### src/ttsc_pkg.sv
// Shared types, constants and helper functions of the template-to-script converter.
package ttsc_pkg;

  // Default lookahead for the longest delimiter.
  localparam int unsigned MAX_DELIM_DEF = 4;

  // Field and register widths.
  localparam int unsigned DELIM_W  = 32;
  localparam int unsigned DLEN_W   = 3;
  localparam int unsigned DCNT_W   = 4;
  localparam int unsigned IDX_W    = 4;
  localparam int unsigned CFG_IDX_W = 2;

  // Depth of the command queue between front and back end.
  localparam int unsigned QUEUE_DEPTH = 4;

  // Length of the put-command opener.
  localparam int unsigned PUT_LEN = 10;

  // Configuration register indexes.
  localparam logic [CFG_IDX_W-1:0] REG_START_DELIM     = 2'd0;
  localparam logic [CFG_IDX_W-1:0] REG_START_DELIM_LEN = 2'd1;
  localparam logic [CFG_IDX_W-1:0] REG_END_DELIM       = 2'd2;
  localparam logic [CFG_IDX_W-1:0] REG_END_DELIM_LEN   = 2'd3;

  // Register reset values.
  localparam logic [DELIM_W-1:0] START_DELIM_RST = 32'h0000_3F3C;
  localparam logic [DELIM_W-1:0] END_DELIM_RST   = 32'h0000_3E3F;
  localparam logic [DLEN_W-1:0]  DELIM_LEN_RST   = 3'd2;

  // Character codes.
  localparam logic [7:0] CH_BSLASH = 8'h5C;
  localparam logic [7:0] CH_QUOTE  = 8'h22;
  localparam logic [7:0] CH_NL     = 8'h0A;
  localparam logic [7:0] CH_LBRACE = 8'h7B;
  localparam logic [7:0] CH_RBRACE = 8'h7D;
  localparam logic [7:0] CH_DOLLAR = 8'h24;
  localparam logic [7:0] CH_LBRACK = 8'h5B;
  localparam logic [7:0] CH_RBRACK = 8'h5D;

  // One template byte.
  typedef struct packed {
    logic [7:0] in_byte;
    logic       in_last;
  } in_item_t;

  // One script byte.
  typedef struct packed {
    logic [7:0] out_byte;
    logic       out_last;
  } out_item_t;

  // Expansion command for one token: opener, up to two head bytes,
  // a delimiter copy and a trailing opener, in that order.
  typedef struct packed {
    logic              put_pre;
    logic              put_post;
    logic              last;
    logic [1:0]        head_n;
    logic [7:0]        head0;
    logic [7:0]        head1;
    logic              delim_end;
    logic [DCNT_W-1:0] delim_n;
  } tok_cmd_t;

  // Byte i of a delimiter word; bytes past the fourth read as zero.
  function automatic logic [7:0] delim_byte(logic [DELIM_W-1:0] d, logic [DCNT_W-1:0] i);
    return 8'(d >> {i, 3'b000});
  endfunction

  // Effective delimiter length: zero counts as one, capped at the lookahead.
  function automatic logic [DCNT_W-1:0] eff_len(logic [DLEN_W-1:0] len, int unsigned maxd);
    logic [DCNT_W-1:0] l;
    l = DCNT_W'(len);
    if (l == '0) l = DCNT_W'(1);
    if (l > DCNT_W'(maxd)) l = DCNT_W'(maxd);
    return l;
  endfunction

  // Characters that need a backslash inside a put string.
  function automatic logic is_special(logic [7:0] c);
    return (c == CH_LBRACE) || (c == CH_RBRACE) || (c == CH_DOLLAR) ||
           (c == CH_LBRACK) || (c == CH_RBRACK) || (c == CH_QUOTE);
  endfunction

  // Character i of the put-command opener.
  function automatic logic [7:0] put_char(logic [IDX_W-1:0] i);
    logic [7:0] c;
    case (i)
      4'd0:    c = 8'h77;  // w
      4'd1:    c = 8'h65;  // e
      4'd2:    c = 8'h62;  // b
      4'd3:    c = 8'h3A;  // :
      4'd4:    c = 8'h3A;  // :
      4'd5:    c = 8'h70;  // p
      4'd6:    c = 8'h75;  // u
      4'd7:    c = 8'h74;  // t
      4'd8:    c = 8'h20;  // space
      default: c = CH_QUOTE;
    endcase
    return c;
  endfunction

endpackage

### src/ttsc_front.sv
// Front end: lookahead window, token classification and nesting state.
module ttsc_front #(
  parameter int unsigned MaxDelim = ttsc_pkg::MAX_DELIM_DEF
) (
  input  logic                           clk_i,
  input  logic                           rst_ni,
  input  logic                           in_valid_i,
  output logic                           in_stall_o,
  input  ttsc_pkg::in_item_t             in_data_i,
  input  logic [ttsc_pkg::DELIM_W-1:0]   start_delim_i,
  input  logic [ttsc_pkg::DCNT_W-1:0]    start_len_i,
  input  logic [ttsc_pkg::DELIM_W-1:0]   end_delim_i,
  input  logic [ttsc_pkg::DCNT_W-1:0]    end_len_i,
  output logic                           cmd_valid_o,
  output ttsc_pkg::tok_cmd_t             cmd_o,
  input  logic                           cmd_full_i
);
  import ttsc_pkg::*;

  localparam int unsigned WinLen = MaxDelim + 1;
  localparam int unsigned CntW   = $clog2(WinLen + 1);

  logic [8*WinLen-1:0] win_q, win_d, win_s;
  logic [CntW-1:0]     cnt_q, cnt_d, cnt_s, used;
  logic                drain_q, drain_d;
  logic                first_q, first_d, first_t;
  logic [15:0]         depth_q, depth_d, depth_t;
  logic                ms0, ms1, me0, me1;
  logic                tok_rdy, end_rdy, push, accept, full_win;
  logic [7:0]          c;
  tok_cmd_t            tok_cmd, end_cmd;

  assign c = win_q[7:0];

  // Delimiter matches at the head of the window and one byte further in.
  always_comb begin
    ms0 = 1'b1;
    ms1 = 1'b1;
    me0 = 1'b1;
    me1 = 1'b1;
    for (int i = 0; i < MaxDelim; i++) begin
      if (DCNT_W'(i) < start_len_i) begin
        if (!(CntW'(i) < cnt_q) ||
            win_q[8*i +: 8] != delim_byte(start_delim_i, DCNT_W'(i))) ms0 = 1'b0;
        if (!(CntW'(i + 1) < cnt_q) ||
            win_q[8*(i+1) +: 8] != delim_byte(start_delim_i, DCNT_W'(i))) ms1 = 1'b0;
      end
      if (DCNT_W'(i) < end_len_i) begin
        if (!(CntW'(i) < cnt_q) ||
            win_q[8*i +: 8] != delim_byte(end_delim_i, DCNT_W'(i))) me0 = 1'b0;
        if (!(CntW'(i + 1) < cnt_q) ||
            win_q[8*(i+1) +: 8] != delim_byte(end_delim_i, DCNT_W'(i))) me1 = 1'b0;
      end
    end
  end

  // Classify the head token into an expansion command.
  always_comb begin
    tok_cmd = '0;
    used    = CntW'(1);
    depth_t = depth_q;
    first_t = first_q;
    if (c == CH_BSLASH) begin
      tok_cmd.put_pre = first_q;
      first_t         = 1'b0;
      tok_cmd.head0   = CH_BSLASH;
      tok_cmd.head1   = CH_BSLASH;
      tok_cmd.head_n  = 2'd1;
      if (ms1) begin
        tok_cmd.delim_n = start_len_i;
        used            = CntW'(start_len_i + 1'b1);
      end else if (me1) begin
        tok_cmd.delim_end = 1'b1;
        tok_cmd.delim_n   = end_len_i;
        used              = CntW'(end_len_i + 1'b1);
      end else if (depth_q == '0) begin
        // A lone backslash in text is doubled.
        tok_cmd.head_n = 2'd2;
      end
    end else if (ms0) begin
      used = CntW'(start_len_i);
      if (depth_q == 16'hFFFF) begin
        tok_cmd.delim_n = start_len_i;
      end else begin
        depth_t = depth_q + 16'd1;
        if (depth_q == '0) begin
          // Entering the outermost tag closes the put string.
          first_t = 1'b0;
          if (first_q) begin
            tok_cmd.head0  = CH_NL;
            tok_cmd.head_n = 2'd1;
          end else begin
            tok_cmd.head0  = CH_QUOTE;
            tok_cmd.head1  = CH_NL;
            tok_cmd.head_n = 2'd2;
          end
        end else begin
          tok_cmd.delim_n = start_len_i;
        end
      end
    end else if (me0) begin
      tok_cmd.put_pre = first_q;
      first_t         = 1'b0;
      used            = CntW'(end_len_i);
      if (depth_q == 16'd1) begin
        depth_t          = '0;
        tok_cmd.head0    = CH_NL;
        tok_cmd.head_n   = 2'd1;
        tok_cmd.put_post = 1'b1;
      end else begin
        if (depth_q > 16'd1) depth_t = depth_q - 16'd1;
        tok_cmd.delim_end = 1'b1;
        tok_cmd.delim_n   = end_len_i;
      end
    end else begin
      tok_cmd.put_pre = first_q;
      first_t         = 1'b0;
      if (depth_q == '0 && is_special(c)) begin
        tok_cmd.head0  = CH_BSLASH;
        tok_cmd.head1  = c;
        tok_cmd.head_n = 2'd2;
      end else begin
        tok_cmd.head0  = c;
        tok_cmd.head_n = 2'd1;
      end
    end
  end

  // Closing quote of the script.
  always_comb begin
    end_cmd        = '0;
    end_cmd.head0  = CH_QUOTE;
    end_cmd.head_n = 2'd1;
    end_cmd.last   = 1'b1;
  end

  // Handshake: a full window must lose its head token before it takes a byte.
  assign full_win    = (cnt_q == CntW'(WinLen));
  assign tok_rdy     = full_win || (drain_q && cnt_q != '0);
  assign end_rdy     = drain_q && cnt_q == '0;
  assign push        = (tok_rdy || end_rdy) && !cmd_full_i;
  assign in_stall_o  = drain_q || (full_win && !push);
  assign accept      = in_valid_i && !in_stall_o;
  assign cmd_valid_o = push;
  assign cmd_o       = end_rdy ? end_cmd : tok_cmd;

  // Window consume, append and stream state update.
  always_comb begin
    win_s   = win_q;
    cnt_s   = cnt_q;
    depth_d = depth_q;
    first_d = first_q;
    drain_d = drain_q;
    if (push && tok_rdy) begin
      win_s   = win_q >> {used, 3'b000};
      cnt_s   = cnt_q - used;
      depth_d = depth_t;
      first_d = first_t;
    end
    if (push && end_rdy) begin
      win_s   = '0;
      cnt_s   = '0;
      depth_d = '0;
      first_d = 1'b1;
      drain_d = 1'b0;
    end
    win_d = win_s;
    cnt_d = cnt_s;
    if (accept) begin
      for (int i = 0; i < WinLen; i++) begin
        if (CntW'(i) == cnt_s) win_d[8*i +: 8] = in_data_i.in_byte;
      end
      cnt_d = cnt_s + CntW'(1);
      if (in_data_i.in_last) drain_d = 1'b1;
    end
  end

  always_ff @(posedge clk_i or negedge rst_ni) begin
    if (!rst_ni) begin
      win_q   <= '0;
      cnt_q   <= '0;
      depth_q <= '0;
      first_q <= 1'b1;
      drain_q <= 1'b0;
    end else begin
      win_q   <= win_d;
      cnt_q   <= cnt_d;
      depth_q <= depth_d;
      first_q <= first_d;
      drain_q <= drain_d;
    end
  end

endmodule

### src/ttsc_queue.sv
// Short command queue between the front end and the back end.
module ttsc_queue (
  input  logic               clk_i,
  input  logic               rst_ni,
  input  logic               push_i,
  input  ttsc_pkg::tok_cmd_t data_i,
  output logic               full_o,
  output logic               valid_o,
  output ttsc_pkg::tok_cmd_t data_o,
  input  logic               pop_i
);
  import ttsc_pkg::*;

  localparam int unsigned PtrW = $clog2(QUEUE_DEPTH);
  localparam int unsigned CntW = $clog2(QUEUE_DEPTH + 1);

  tok_cmd_t        mem_q [QUEUE_DEPTH];
  logic [PtrW-1:0] wr_ptr_q, rd_ptr_q;
  logic [CntW-1:0] count_q;
  logic            do_push, do_pop;

  assign full_o  = (count_q == CntW'(QUEUE_DEPTH));
  assign valid_o = (count_q != '0);
  assign data_o  = mem_q[rd_ptr_q];
  assign do_push = push_i && !full_o;
  assign do_pop  = pop_i && valid_o;

  // Entry storage.
  always_ff @(posedge clk_i) begin
    if (do_push) mem_q[wr_ptr_q] <= data_i;
  end

  // Pointers and fill count.
  always_ff @(posedge clk_i or negedge rst_ni) begin
    if (!rst_ni) begin
      wr_ptr_q <= '0;
      rd_ptr_q <= '0;
      count_q  <= '0;
    end else begin
      if (do_push) begin
        wr_ptr_q <= (wr_ptr_q == PtrW'(QUEUE_DEPTH - 1)) ? '0 : wr_ptr_q + PtrW'(1);
      end
      if (do_pop) begin
        rd_ptr_q <= (rd_ptr_q == PtrW'(QUEUE_DEPTH - 1)) ? '0 : rd_ptr_q + PtrW'(1);
      end
      if (do_push && !do_pop) begin
        count_q <= count_q + CntW'(1);
      end else if (do_pop && !do_push) begin
        count_q <= count_q - CntW'(1);
      end
    end
  end

endmodule

### src/ttsc_back.sv
// Back end: serializes expansion commands into script bytes, one per unstalled cycle.
module ttsc_back (
  input  logic                         clk_i,
  input  logic                         rst_ni,
  input  logic                         cmd_valid_i,
  input  ttsc_pkg::tok_cmd_t           cmd_i,
  output logic                         cmd_pop_o,
  input  logic [ttsc_pkg::DELIM_W-1:0] start_delim_i,
  input  logic [ttsc_pkg::DELIM_W-1:0] end_delim_i,
  output logic                         out_valid_o,
  input  logic                         out_stall_i,
  output ttsc_pkg::out_item_t          out_data_o
);
  import ttsc_pkg::*;

  // Phases of one command.
  localparam logic [1:0] PH_PRE   = 2'd0;
  localparam logic [1:0] PH_HEAD  = 2'd1;
  localparam logic [1:0] PH_DELIM = 2'd2;
  localparam logic [1:0] PH_POST  = 2'd3;

  logic             started_q;
  logic [1:0]       phase_q, entry, cur, nxt;
  logic [IDX_W-1:0] idx_q;
  logic             out_valid_q;
  out_item_t        out_q;
  logic [7:0]       ch;
  logic             end_ph, nxt_ok, done, advance, has_head, has_delim;

  assign has_head  = (cmd_i.head_n != '0);
  assign has_delim = (cmd_i.delim_n != '0);

  // First nonempty phase of the command at the queue head.
  always_comb begin
    if (cmd_i.put_pre) entry = PH_PRE;
    else if (has_head) entry = PH_HEAD;
    else if (has_delim) entry = PH_DELIM;
    else entry = PH_POST;
  end

  assign cur = started_q ? phase_q : entry;

  // Byte of the current phase and the phase that follows it.
  always_comb begin
    unique case (cur)
      PH_PRE: begin
        ch     = put_char(idx_q);
        end_ph = (idx_q == IDX_W'(PUT_LEN - 1));
        nxt_ok = has_head || has_delim || cmd_i.put_post;
        nxt    = has_head ? PH_HEAD : (has_delim ? PH_DELIM : PH_POST);
      end
      PH_HEAD: begin
        ch     = idx_q[0] ? cmd_i.head1 : cmd_i.head0;
        end_ph = (idx_q == {2'b00, cmd_i.head_n} - IDX_W'(1));
        nxt_ok = has_delim || cmd_i.put_post;
        nxt    = has_delim ? PH_DELIM : PH_POST;
      end
      PH_DELIM: begin
        ch     = cmd_i.delim_end ? delim_byte(end_delim_i, idx_q)
                                 : delim_byte(start_delim_i, idx_q);
        end_ph = (idx_q == cmd_i.delim_n - DCNT_W'(1));
        nxt_ok = cmd_i.put_post;
        nxt    = PH_POST;
      end
      PH_POST: begin
        ch     = put_char(idx_q);
        end_ph = (idx_q == IDX_W'(PUT_LEN - 1));
        nxt_ok = 1'b0;
        nxt    = PH_POST;
      end
      default: begin
        ch     = '0;
        end_ph = 1'b1;
        nxt_ok = 1'b0;
        nxt    = PH_POST;
      end
    endcase
  end

  assign advance     = cmd_valid_i && (!out_valid_q || !out_stall_i);
  assign done        = end_ph && !nxt_ok;
  assign cmd_pop_o   = advance && done;
  assign out_valid_o = out_valid_q;
  assign out_data_o  = out_q;

  // Sequencer and output valid.
  always_ff @(posedge clk_i or negedge rst_ni) begin
    if (!rst_ni) begin
      started_q   <= 1'b0;
      phase_q     <= PH_PRE;
      idx_q       <= '0;
      out_valid_q <= 1'b0;
    end else begin
      if (advance) begin
        out_valid_q <= 1'b1;
        if (end_ph) begin
          idx_q <= '0;
          if (done) begin
            started_q <= 1'b0;
          end else begin
            started_q <= 1'b1;
            phase_q   <= nxt;
          end
        end else begin
          idx_q     <= idx_q + IDX_W'(1);
          started_q <= 1'b1;
          phase_q   <= cur;
        end
      end else if (!out_stall_i) begin
        out_valid_q <= 1'b0;
      end
    end
  end

  // Output payload register.
  always_ff @(posedge clk_i) begin
    if (advance) begin
      out_q.out_byte <= ch;
      out_q.out_last <= cmd_i.last && done;
    end
  end

endmodule

### src/template_tag_to_script_converter_core.sv
// Top level of the template-to-script converter: configuration registers and the two ends.
//
//   channel | direction | handshake                | payload
//   in      | input     | in_valid_i / in_stall_o   | in_data_i  (in_byte, in_last)
//   out     | output    | out_valid_o / out_stall_i | out_data_o (out_byte, out_last)
//   cfg     | input     | cfg_we_i                  | cfg_idx_i, cfg_data_i
//
// The front end takes one template byte per cycle while the command queue has room.
// Each token expands to 1 to 11 + MaxDelim script bytes (15 by default), sent from the
// output register one per unstalled cycle, so script length sets the sustained rate.
// After a transfer with in_last the input stalls until the remaining tokens (up to
// MaxDelim + 1) and then the closing quote have entered the queue; a full queue delays this.
// Reset loads the default delimiters and clears the stream state; there is no
// clearing pass.
module template_tag_to_script_converter_core #(
  parameter int unsigned MaxDelim = ttsc_pkg::MAX_DELIM_DEF
) (
  input  logic                           clk_i,
  input  logic                           rst_ni,
  input  logic                           in_valid_i,
  output logic                           in_stall_o,
  input  ttsc_pkg::in_item_t             in_data_i,
  output logic                           out_valid_o,
  input  logic                           out_stall_i,
  output ttsc_pkg::out_item_t            out_data_o,
  input  logic                           cfg_we_i,
  input  logic [ttsc_pkg::CFG_IDX_W-1:0] cfg_idx_i,
  input  logic [ttsc_pkg::DELIM_W-1:0]   cfg_data_i
);
  import ttsc_pkg::*;

  logic [DELIM_W-1:0] start_delim_q, end_delim_q;
  logic [DLEN_W-1:0]  start_len_q, end_len_q;
  logic [DCNT_W-1:0]  start_len, end_len;
  logic               fc_valid, q_full, q_valid, q_pop;
  tok_cmd_t           fc_cmd, q_cmd;

  // Configuration register writes.
  always_ff @(posedge clk_i or negedge rst_ni) begin
    if (!rst_ni) begin
      start_delim_q <= START_DELIM_RST;
      start_len_q   <= DELIM_LEN_RST;
      end_delim_q   <= END_DELIM_RST;
      end_len_q     <= DELIM_LEN_RST;
    end else if (cfg_we_i) begin
      unique case (cfg_idx_i)
        REG_START_DELIM:     start_delim_q <= cfg_data_i;
        REG_START_DELIM_LEN: start_len_q   <= cfg_data_i[DLEN_W-1:0];
        REG_END_DELIM:       end_delim_q   <= cfg_data_i;
        REG_END_DELIM_LEN:   end_len_q     <= cfg_data_i[DLEN_W-1:0];
        default: ;
      endcase
    end
  end

  // Lengths as used by the matcher.
  assign start_len = eff_len(start_len_q, MaxDelim);
  assign end_len   = eff_len(end_len_q, MaxDelim);

  ttsc_front #(
    .MaxDelim(MaxDelim)
  ) u_front (
    .clk_i        (clk_i),
    .rst_ni       (rst_ni),
    .in_valid_i   (in_valid_i),
    .in_stall_o   (in_stall_o),
    .in_data_i    (in_data_i),
    .start_delim_i(start_delim_q),
    .start_len_i  (start_len),
    .end_delim_i  (end_delim_q),
    .end_len_i    (end_len),
    .cmd_valid_o  (fc_valid),
    .cmd_o        (fc_cmd),
    .cmd_full_i   (q_full)
  );

  ttsc_queue u_queue (
    .clk_i  (clk_i),
    .rst_ni (rst_ni),
    .push_i (fc_valid),
    .data_i (fc_cmd),
    .full_o (q_full),
    .valid_o(q_valid),
    .data_o (q_cmd),
    .pop_i  (q_pop)
  );

  ttsc_back u_back (
    .clk_i        (clk_i),
    .rst_ni       (rst_ni),
    .cmd_valid_i  (q_valid),
    .cmd_i        (q_cmd),
    .cmd_pop_o    (q_pop),
    .start_delim_i(start_delim_q),
    .end_delim_i  (end_delim_q),
    .out_valid_o  (out_valid_o),
    .out_stall_i  (out_stall_i),
    .out_data_o   (out_data_o)
  );

endmodule

### config.mk
export PLATFORM = sky130hd
export DESIGN_NAME = template_tag_to_script_converter_core
export DESIGN_NICKNAME = d
export VERILOG_FILES = /design/src/ttsc_pkg.sv /design/src/ttsc_front.sv /design/src/ttsc_queue.sv /design/src/ttsc_back.sv /design/src/template_tag_to_script_converter_core.sv
export SDC_FILE = /design/constraint.sdc
export NUM_CORES = 1
export LEC_CHECK = 0
export BUFFER_PORTS_ARGS = -buffer_cell sky130_fd_sc_hd__buf_4
export CAP_MARGIN = 0
export CORE_MARGIN = 2
export CORE_UTILIZATION = 57
export CTS_CLUSTER_DIAMETER = 200
export DETAILED_ROUTE_END_ITERATION = 16
export PLACE_DENSITY = 0.77
export SLEW_MARGIN = 15
export SYNTH_ARGS = -nofsm -noshare
export SYNTH_HDL_FRONTEND = slang
export SYNTH_HIERARCHICAL = 1
export SYNTH_SLANG_ARGS = --single-unit
### constraint.sdc
create_clock -name clk_i -period 5.1 [get_ports clk_i]
set_clock_uncertainty 0.15 [all_clocks]
set_input_delay 0.255 -clock clk_i [delete_from_list [all_inputs] [get_ports clk_i]]
set_output_delay 0.255 -clock clk_i [all_outputs]
set_load 0.02 [all_outputs]
Word level (Yosys, flattened, before mapping)
Memories as Yosys holds them, arrays and structs flattened. Index checks and enable logic that the tools add are counted.

Add/sub/neg operators: 13. Shift operators: 3. Reductions and logical operators: 81. Eq/ne operators: 48. Muxes and demuxes: 121. Magnitude comparators: 16.

Operators with widths (count): $mux W16 (8); $ne A8 B8 Y1 (16); $mux W40 (3); $mux W8 (9); $shr A32 B7 Y8 (2); $mux W1 (54); $mux W18 (3); $mux W3 (15); $eq A8 B7 Y1 const B (5); $shr A40 B6 Y40 (1); $pmux W8 S4 (1); $mux W10 (3); $logic_or A1 B1 Y1 (28); $mux W26 (1); $mux W23 (1); $mux W2 (11); $mux W4 (5); $lt A1 B3 Y1 const A (6); $lt A2 B3 Y1 const A (6); $add A16 B1 Y16 const B (1); $eq A16 B1 Y1 const B (1); $eq A16 B16 Y1 const B (1); $eq A8 B6 Y1 const B (2); $gt A16 B1 Y1 const B (1); other kinds (39) (98).

Output and inout bits: 11. Bits of input ports: 48. Memories: 3. ROM bits: 192. Word-level logic and storage cells: 303. Register bits after elaboration: 155. RAM bits: 104.

Memory list: u_queue.mem_q (words 4, width 26, rd ports 1, clocked after Yosys merged registers in 0, wr ports 1, RTL line ttsc_queue.sv:17) `tok_cmd_t mem_q [QUEUE_DEPTH];`; (name not given) (words 16, width 6, rd ports 1, clocked after Yosys merged registers in 0, wr ports 0, RTL line ttsc_pkg.sv:89) `case (i)`; (name not given) (words 16, width 6, rd ports 1, clocked after Yosys merged registers in 0, wr ports 0, RTL line ttsc_pkg.sv:89).

Depth between registers and ports, before layout
Depth in word-level cells: 21. Mapped depth: 25. Mapped depth without buffers: 21.

Modules after synthesis
The synthesis kept the hierarchy.

By module, submodules not included: ttsc_front (area an instance 7096.8 µm², seq. area each 1527.7 µm², cells each 920, instances 1); ttsc_queue (area an instance 4264.1 µm², seq. area each 3298.2 µm², cells each 173, instances 1); template_tag_to_script_converter_core (area an instance 2727.6 µm², seq. area each 1780.5 µm², cells each 159, instances 1); ttsc_back (area an instance 1804.2 µm², seq. area each 470.5 µm², cells each 185, instances 1).

Worst setup path before layout
No wires, ideal clock.

Kind: reg2reg. From: reg start_len_q[1]. To: reg u_front.win_q[24]. Slack: -0.009 ns. Data required time: 4.820 ns. Period minus slack after synthesis: 5.109 ns. Library setup time: 0.130 ns. Path buffers: 4. Arrival time: 4.829 ns. Stages on the path, launching flop included: 25. Path through: dfstp_2 > nor2b_1 > inv_1 > ha_1 > a31o_2 > o2bb2ai_1 > and2_1 > buf_2 > a221oi_1 > nor2_2 > buf_6 > inv_4 > buf_6 > ha_1 > inv_1 > fa_1 > and3_1 > and3_1 > o21ai_1 > and2_1 > ha_1 > and3_1 > buf_1 > nand2b_1 > o21ai_0.

Word-level cells in the longest chain between the ends: 20. Elaborated cells on any way between the ends: 35. Those cells by class: add/sub (2); order compare (5); eq/ne (1); shift (1); mux (25); reduce/logical (1).

Ends and longest elaborated chain: start, declared (RTL line template_tag_to_script_converter_core.sv:33) `logic [DLEN_W-1:0] start_len_q, end_len_q;`; start signal, assigned (RTL line template_tag_to_script_converter_core.sv:48) `REG_START_DELIM_LEN: start_len_q <= cfg_data_i[DLEN_W-1:0];`; $logic_not A3 Y1 (RTL line ttsc_pkg.sv:75) `if (l == '0) l = DCNT_W'(1);`; $mux W3 * (RTL line ttsc_pkg.sv:75); $gt A4 B3 Y1 (RTL line ttsc_pkg.sv:76) `if (l > DCNT_W'(maxd)) l = DCNT_W'(maxd);`; $mux W3 * (RTL line ttsc_pkg.sv:76); via start_len[1] (RTL line template_tag_to_script_converter_core.sv:34) `logic [DCNT_W-1:0] start_len, end_len;`; $lt A1 B3 Y1 (RTL line ttsc_front.sv:42) `if (DCNT_W'(i) < start_len_i) begin`; $mux W1 (RTL line ttsc_front.sv:42); $mux W1 (on tied branches) (RTL line ttsc_front.sv:43, ttsc_front.sv:45); [... 6 more ...]; $mux W3 * (RTL line ttsc_front.sv:63) `if (c == CH_BSLASH) begin`; $sub A3 B3 Y3 (RTL line ttsc_front.sv:156) `cnt_s = cnt_q - used;`; $mux W3 (RTL line ttsc_front.sv:154) `if (push && tok_rdy) begin`; $mux W3 (RTL line ttsc_front.sv:160) `if (push && end_rdy) begin`; $eq A2 B3 Y1 (RTL line ttsc_front.sv:171) `if (CntW'(i) == cnt_s) win_d[8*i +: 8] = in_data_i.in_byte;`; $mux W8 (RTL line ttsc_front.sv:171); $mux W40 * (RTL line ttsc_front.sv:169) `if (accept) begin`; via u_front.win_d[24] (RTL line ttsc_front.sv:23) `logic [8*WinLen-1:0] win_q, win_d, win_s;`; end signal, assigned (RTL line ttsc_front.sv:186) `win_q <= win_d;`; end, declared (RTL line ttsc_front.sv:23).

The timed path passes the listed nets; every way through them passes the cells marked *. A chain may end at the register's enable or synchronous reset.

Worst setup path in the final report
From: reg u_front.win_q[34]. To: reg u_front.win_q[28].

Word-level cells in the longest chain between the ends: 13. Elaborated cells on any way between the ends: 20. Those cells by class: add/sub (1); eq/ne (3); shift (1); mux (13); reduce/logical (2).

Ends and longest elaborated chain: $ne A8 B8 Y1 (RTL line ttsc_front.sv:52) `win_q[8*(i+1) +: 8] != delim_byte(end_delim_i, DCNT_W'(i))) me1 = 1'b0;`; $logic_or A1 B1 Y1 (RTL line ttsc_front.sv:51) `if (!(CntW'(i + 1) < cnt_q) ||`; $mux W1 (RTL line ttsc_front.sv:51); $mux W1 (RTL line ttsc_front.sv:48) `if (DCNT_W'(i) < end_len_i) begin`; $mux W3 (RTL line ttsc_front.sv:72) `end else if (me1) begin`; $mux W3 * (RTL line ttsc_front.sv:69) `if (ms1) begin`; $mux W3 * (RTL line ttsc_front.sv:63); $sub A3 B3 Y3 (RTL line ttsc_front.sv:156); $mux W3 (RTL line ttsc_front.sv:154); $mux W3 (RTL line ttsc_front.sv:160); $eq A2 B3 Y1 (RTL line ttsc_front.sv:171); $mux W8 (RTL line ttsc_front.sv:171); $mux W40 * (RTL line ttsc_front.sv:169); via u_front.win_d[28] (RTL line ttsc_front.sv:23).

Marks and branches as above.

==> impl_metrics.json <==
{
  "cp_max_fo": 8,
  "drtIter0Drc": 1709,
  "start_util_pct": 57.5,
  "status": "completed",
  "gr-total-overflow": 0,
  "grt_pass1_vias": 12000,
  "powerDensity_nw_per_um2": 613,
  "dr.pass1.iters": 6,
  "hold_path_class": "in -> reg",
  "cts_tree": "yes",
  "min_period_ns": 4.90,
  "dp.cells": 1820,
  "ys_seq_elements": 259,
  "max_freq_mhz": 204,
  "synth_edf_count": 113,
  "crit_top_cell": "and2_1",
  "numPortBuffers": 58,
  "place.gp.congestion": 0.989,
  "met3_length_um": 4390,
  "path_cells": "xnor2_1 -> nand4_1 -> or4_1 -> o2bb2ai_1 -> and2_1 -> a221o_1 -> and2_1 -> inv_2 -> fa_1 -> and3_1 -> nand3_1 -> nand3_1 -> and2_1 -> ha_1 -> and3_1 -> nand2b_1 -> o21ai_0",
  "slowest_stage": "dfrtp_1",
  "syn_to_final_growth_pct": 14.5,
  "synth_area_per_cell_um2": 11.1,
  "dominantRegCellSynth": "dfrtp_1",
  "ant_nets": 0,
  "n_antenna_cell": 0,
  "synthesis.area_um2": 15900,
  "worstPathRequired_ns": 5.40,
  "leakage_nw": 7.20,
  "die-area_um2": 29200,
  "place.detailed.hpwl_um": 31300,
  "clkTransAtPathRegs_ns": 0.07,
  "relSlewSlack_pct": 32.0,
  "netlist_top_cells_count": "dfrtp_1 (122), edfxtp_1 (113), xor2_1 (97)",
  "yosys.area.top_type": "edfxtp_1",
  "yosysMostFrequentCell": "dfrtp_1",
  "grt_pass1_wl_um": 70400,
  "clk_latency_ns": 0.56,
  "slowest_delay_ns": 0.61,
  "wl_met1_um": 18900,
  "max-cap-violations": 0,
  "synth_warnings": 6,
  "peakVddDrop_mv": 0.308,
  "cts_sinks": 259,
  "async_flop_share_pct": 56.4,
  "hold_viol_final": 0,
  "instances_no_fill": 1915,
  "num_rows": 61,
  "final_util_pct": 65.9,
  "wl_per_cell_um": 23.9,
  "core-area_um2": 27600,
  "finalCritPeriodShare_pct": 96.0,
  "fp.dieW_um": 171,
  "grt.total_usage_pct": 31.3,
  "synth_area_leaders": "edfxtp_1 (21%), dfrtp_1 (19%), mux2_2 (5.6%)",
  "top_layer_used": "met4",
  "vias": 12600,
  "nNetsFinal": 1597,
  "end_kind": "flip-flop",
  "vias_per_cell": 6.57,
  "rsz0062_at_grt": "true",
  "cts_buffer_depth": 3,
  "drive_gt1_share_pct": 23.3,
  "synth.top_cell.area_share_pct": 21.4,
  "wl_met2_um": 20800,
  "antenna_found_initial": 0,
  "tightestPinTransition_ns": 1.02,
  "cp_data_arrival_time_ns": 5.20,
  "critPathKind": "reg -> reg",
  "wl_um": 45800,
  "hold_slack_ns": 0.0608,
  "grt_max_degree": 104,
  "ys_types": 97,
  "cp-start-kind": "flip-flop",
  "syn-instance-count": 1437,
  "seq_area_frac_synth_pct": 44.5,
  "cts_root_buf": "clkbuf_16",
  "setup_viol": 0,
  "drc": 0,
  "htree_num_levels": 1,
  "ios": 59,
  "die_h_um": 171,
  "maxSlewViolCount": 0,
  "numCtsBuffers": 28
}
## through the flow
stage	power [mW]	setup slack [ns]	TNS (ns)	instance area (um^2)
floorplan	7.15	0.128	0	15900
global placement	8.47	0.201	0	16700
detailed placement	8.61	0.0860	0	16700
CTS	11.0	0.0561	0	18200
global route	11.7	-0.00709	-0.00709	18200
finish	11.2	0.202	0	18200
## flip-flops by register name (all words and copies together) (netlist names), 2 cells and up
register and cells:
u_queue/mem_q 104, u_front/win_q 40, end_delim_q 32, start_delim_q 32
u_front/depth_q 16, u_back/out_data_o 9, u_back/idx_q 4, end_len_q 3
start_len_q 3, u_front/cnt_q 3, u_queue/count_q 3, u_back/phase_q 2
u_queue/rd_ptr_q 2, u_queue/wr_ptr_q 2
## report_power, final
part	switching (mW)	total, mW	leakage [nW]	internal (mW)
Clock	0.875	2.37	0.525	1.49
Sequential	0.807	3.79	2.83	2.99
Combinational	2.87	4.99	3.84	2.11
Total	4.55	11.2	7.20	6.60
## cell families (layout without fill, tap and decap cells)
group,after synthesis,after routing,synth area share [%]
flip-flops,259,259,44.5
adder cells (fa/ha/maj),34,34,2.77
AND/OR/NAND/NOR,367,367,12.0
AO/OA/AOI/OAI,305,305,13.4
other,2,9,0.0473
buffers and inverters,170,263,5.17
XOR/XNOR,142,142,7.83
multiplexers,158,158,14.3
## cell usage in the layout, fill, tap and decap left out, types with 11 or more instances in the layout
master and count:
buf_4 117, inv_1 46, mux2i_1 28, edfxtp_1 113, nor3_1 33, nor2_1 78, a31oi_1 30, xnor2_1 45
a22oi_1 14, nand4_1 14, dfrtp_1 117, xor2_1 97, and3_1 26, mux4_2 34, a221oi_1 15, nand3_1 45
o21ai_0 66, clkbuf_16 28, and2_1 11, dlygate4sd3_1 43, dfstp_2 24, and4_1 12, o31ai_1 11, a21oi_1 62
nand2_1 87, ha_1 32, nor4_1 20, mux2_2 79
## critical path, delay by kind of cell, from the launching register on
kind | cells | cell delay [ns]
simple gates | 10 | 2.35
compound gates | 3 | 0.80
fa+ha+maj | 2 | 0.62
flops | 1 | 0.61
xor+xnor | 1 | 0.17
buf+inv | 1 | 0.07
## worst paths after layout
check	from	to	slack, ns	cells after the start
worst max register to register	u_front/win_q[34]	u_front/win_q[28]	0.20	17
max in group asynchronous	rst_ni	start_delim_q[11]	3.32	3
worst max-delay path	u_front/win_q[34]	u_front/win_q[28]	0.20	17
worst min-delay path	cfg_idx_i[0]	end_len_q[0]	0.06	3
worst min register to register	u_front/depth_q[9]	u_front/depth_q[9]	0.36	1
min in group asynchronous	rst_ni	u_front/win_q[36]	0.27	2
## metal layers
metal	vias to the layer above	track usage, %
met1	6241	44.8
met4	0	11.9
met2	730	47.8
li1	5491	-
met5	-	0
met3	123	5.44
## timing repair
item | 4_1_cts | 5_1_grt
hold endpoints to repair | 211 | 0
setup buffers | 0 | 0
endpoints found under the setup margin | 0 | 39
hold buffers | 43 | 0
gates resized for setup | 0 | 11
## final cells by class
cell class / instances / area [um^2]
Multi-Input combinational cell: 1015 / 8050
Fill cell: 2038 / 9430
Tap cell: 378 / 473
Inverter: 50 / 190
Sequential cell: 259 / 7080
Timing Repair Buffer: 161 / 1320
Clock inverter: 19 / 348
Clock buffer: 33 / 739
(Power assumes the default switching activity.)
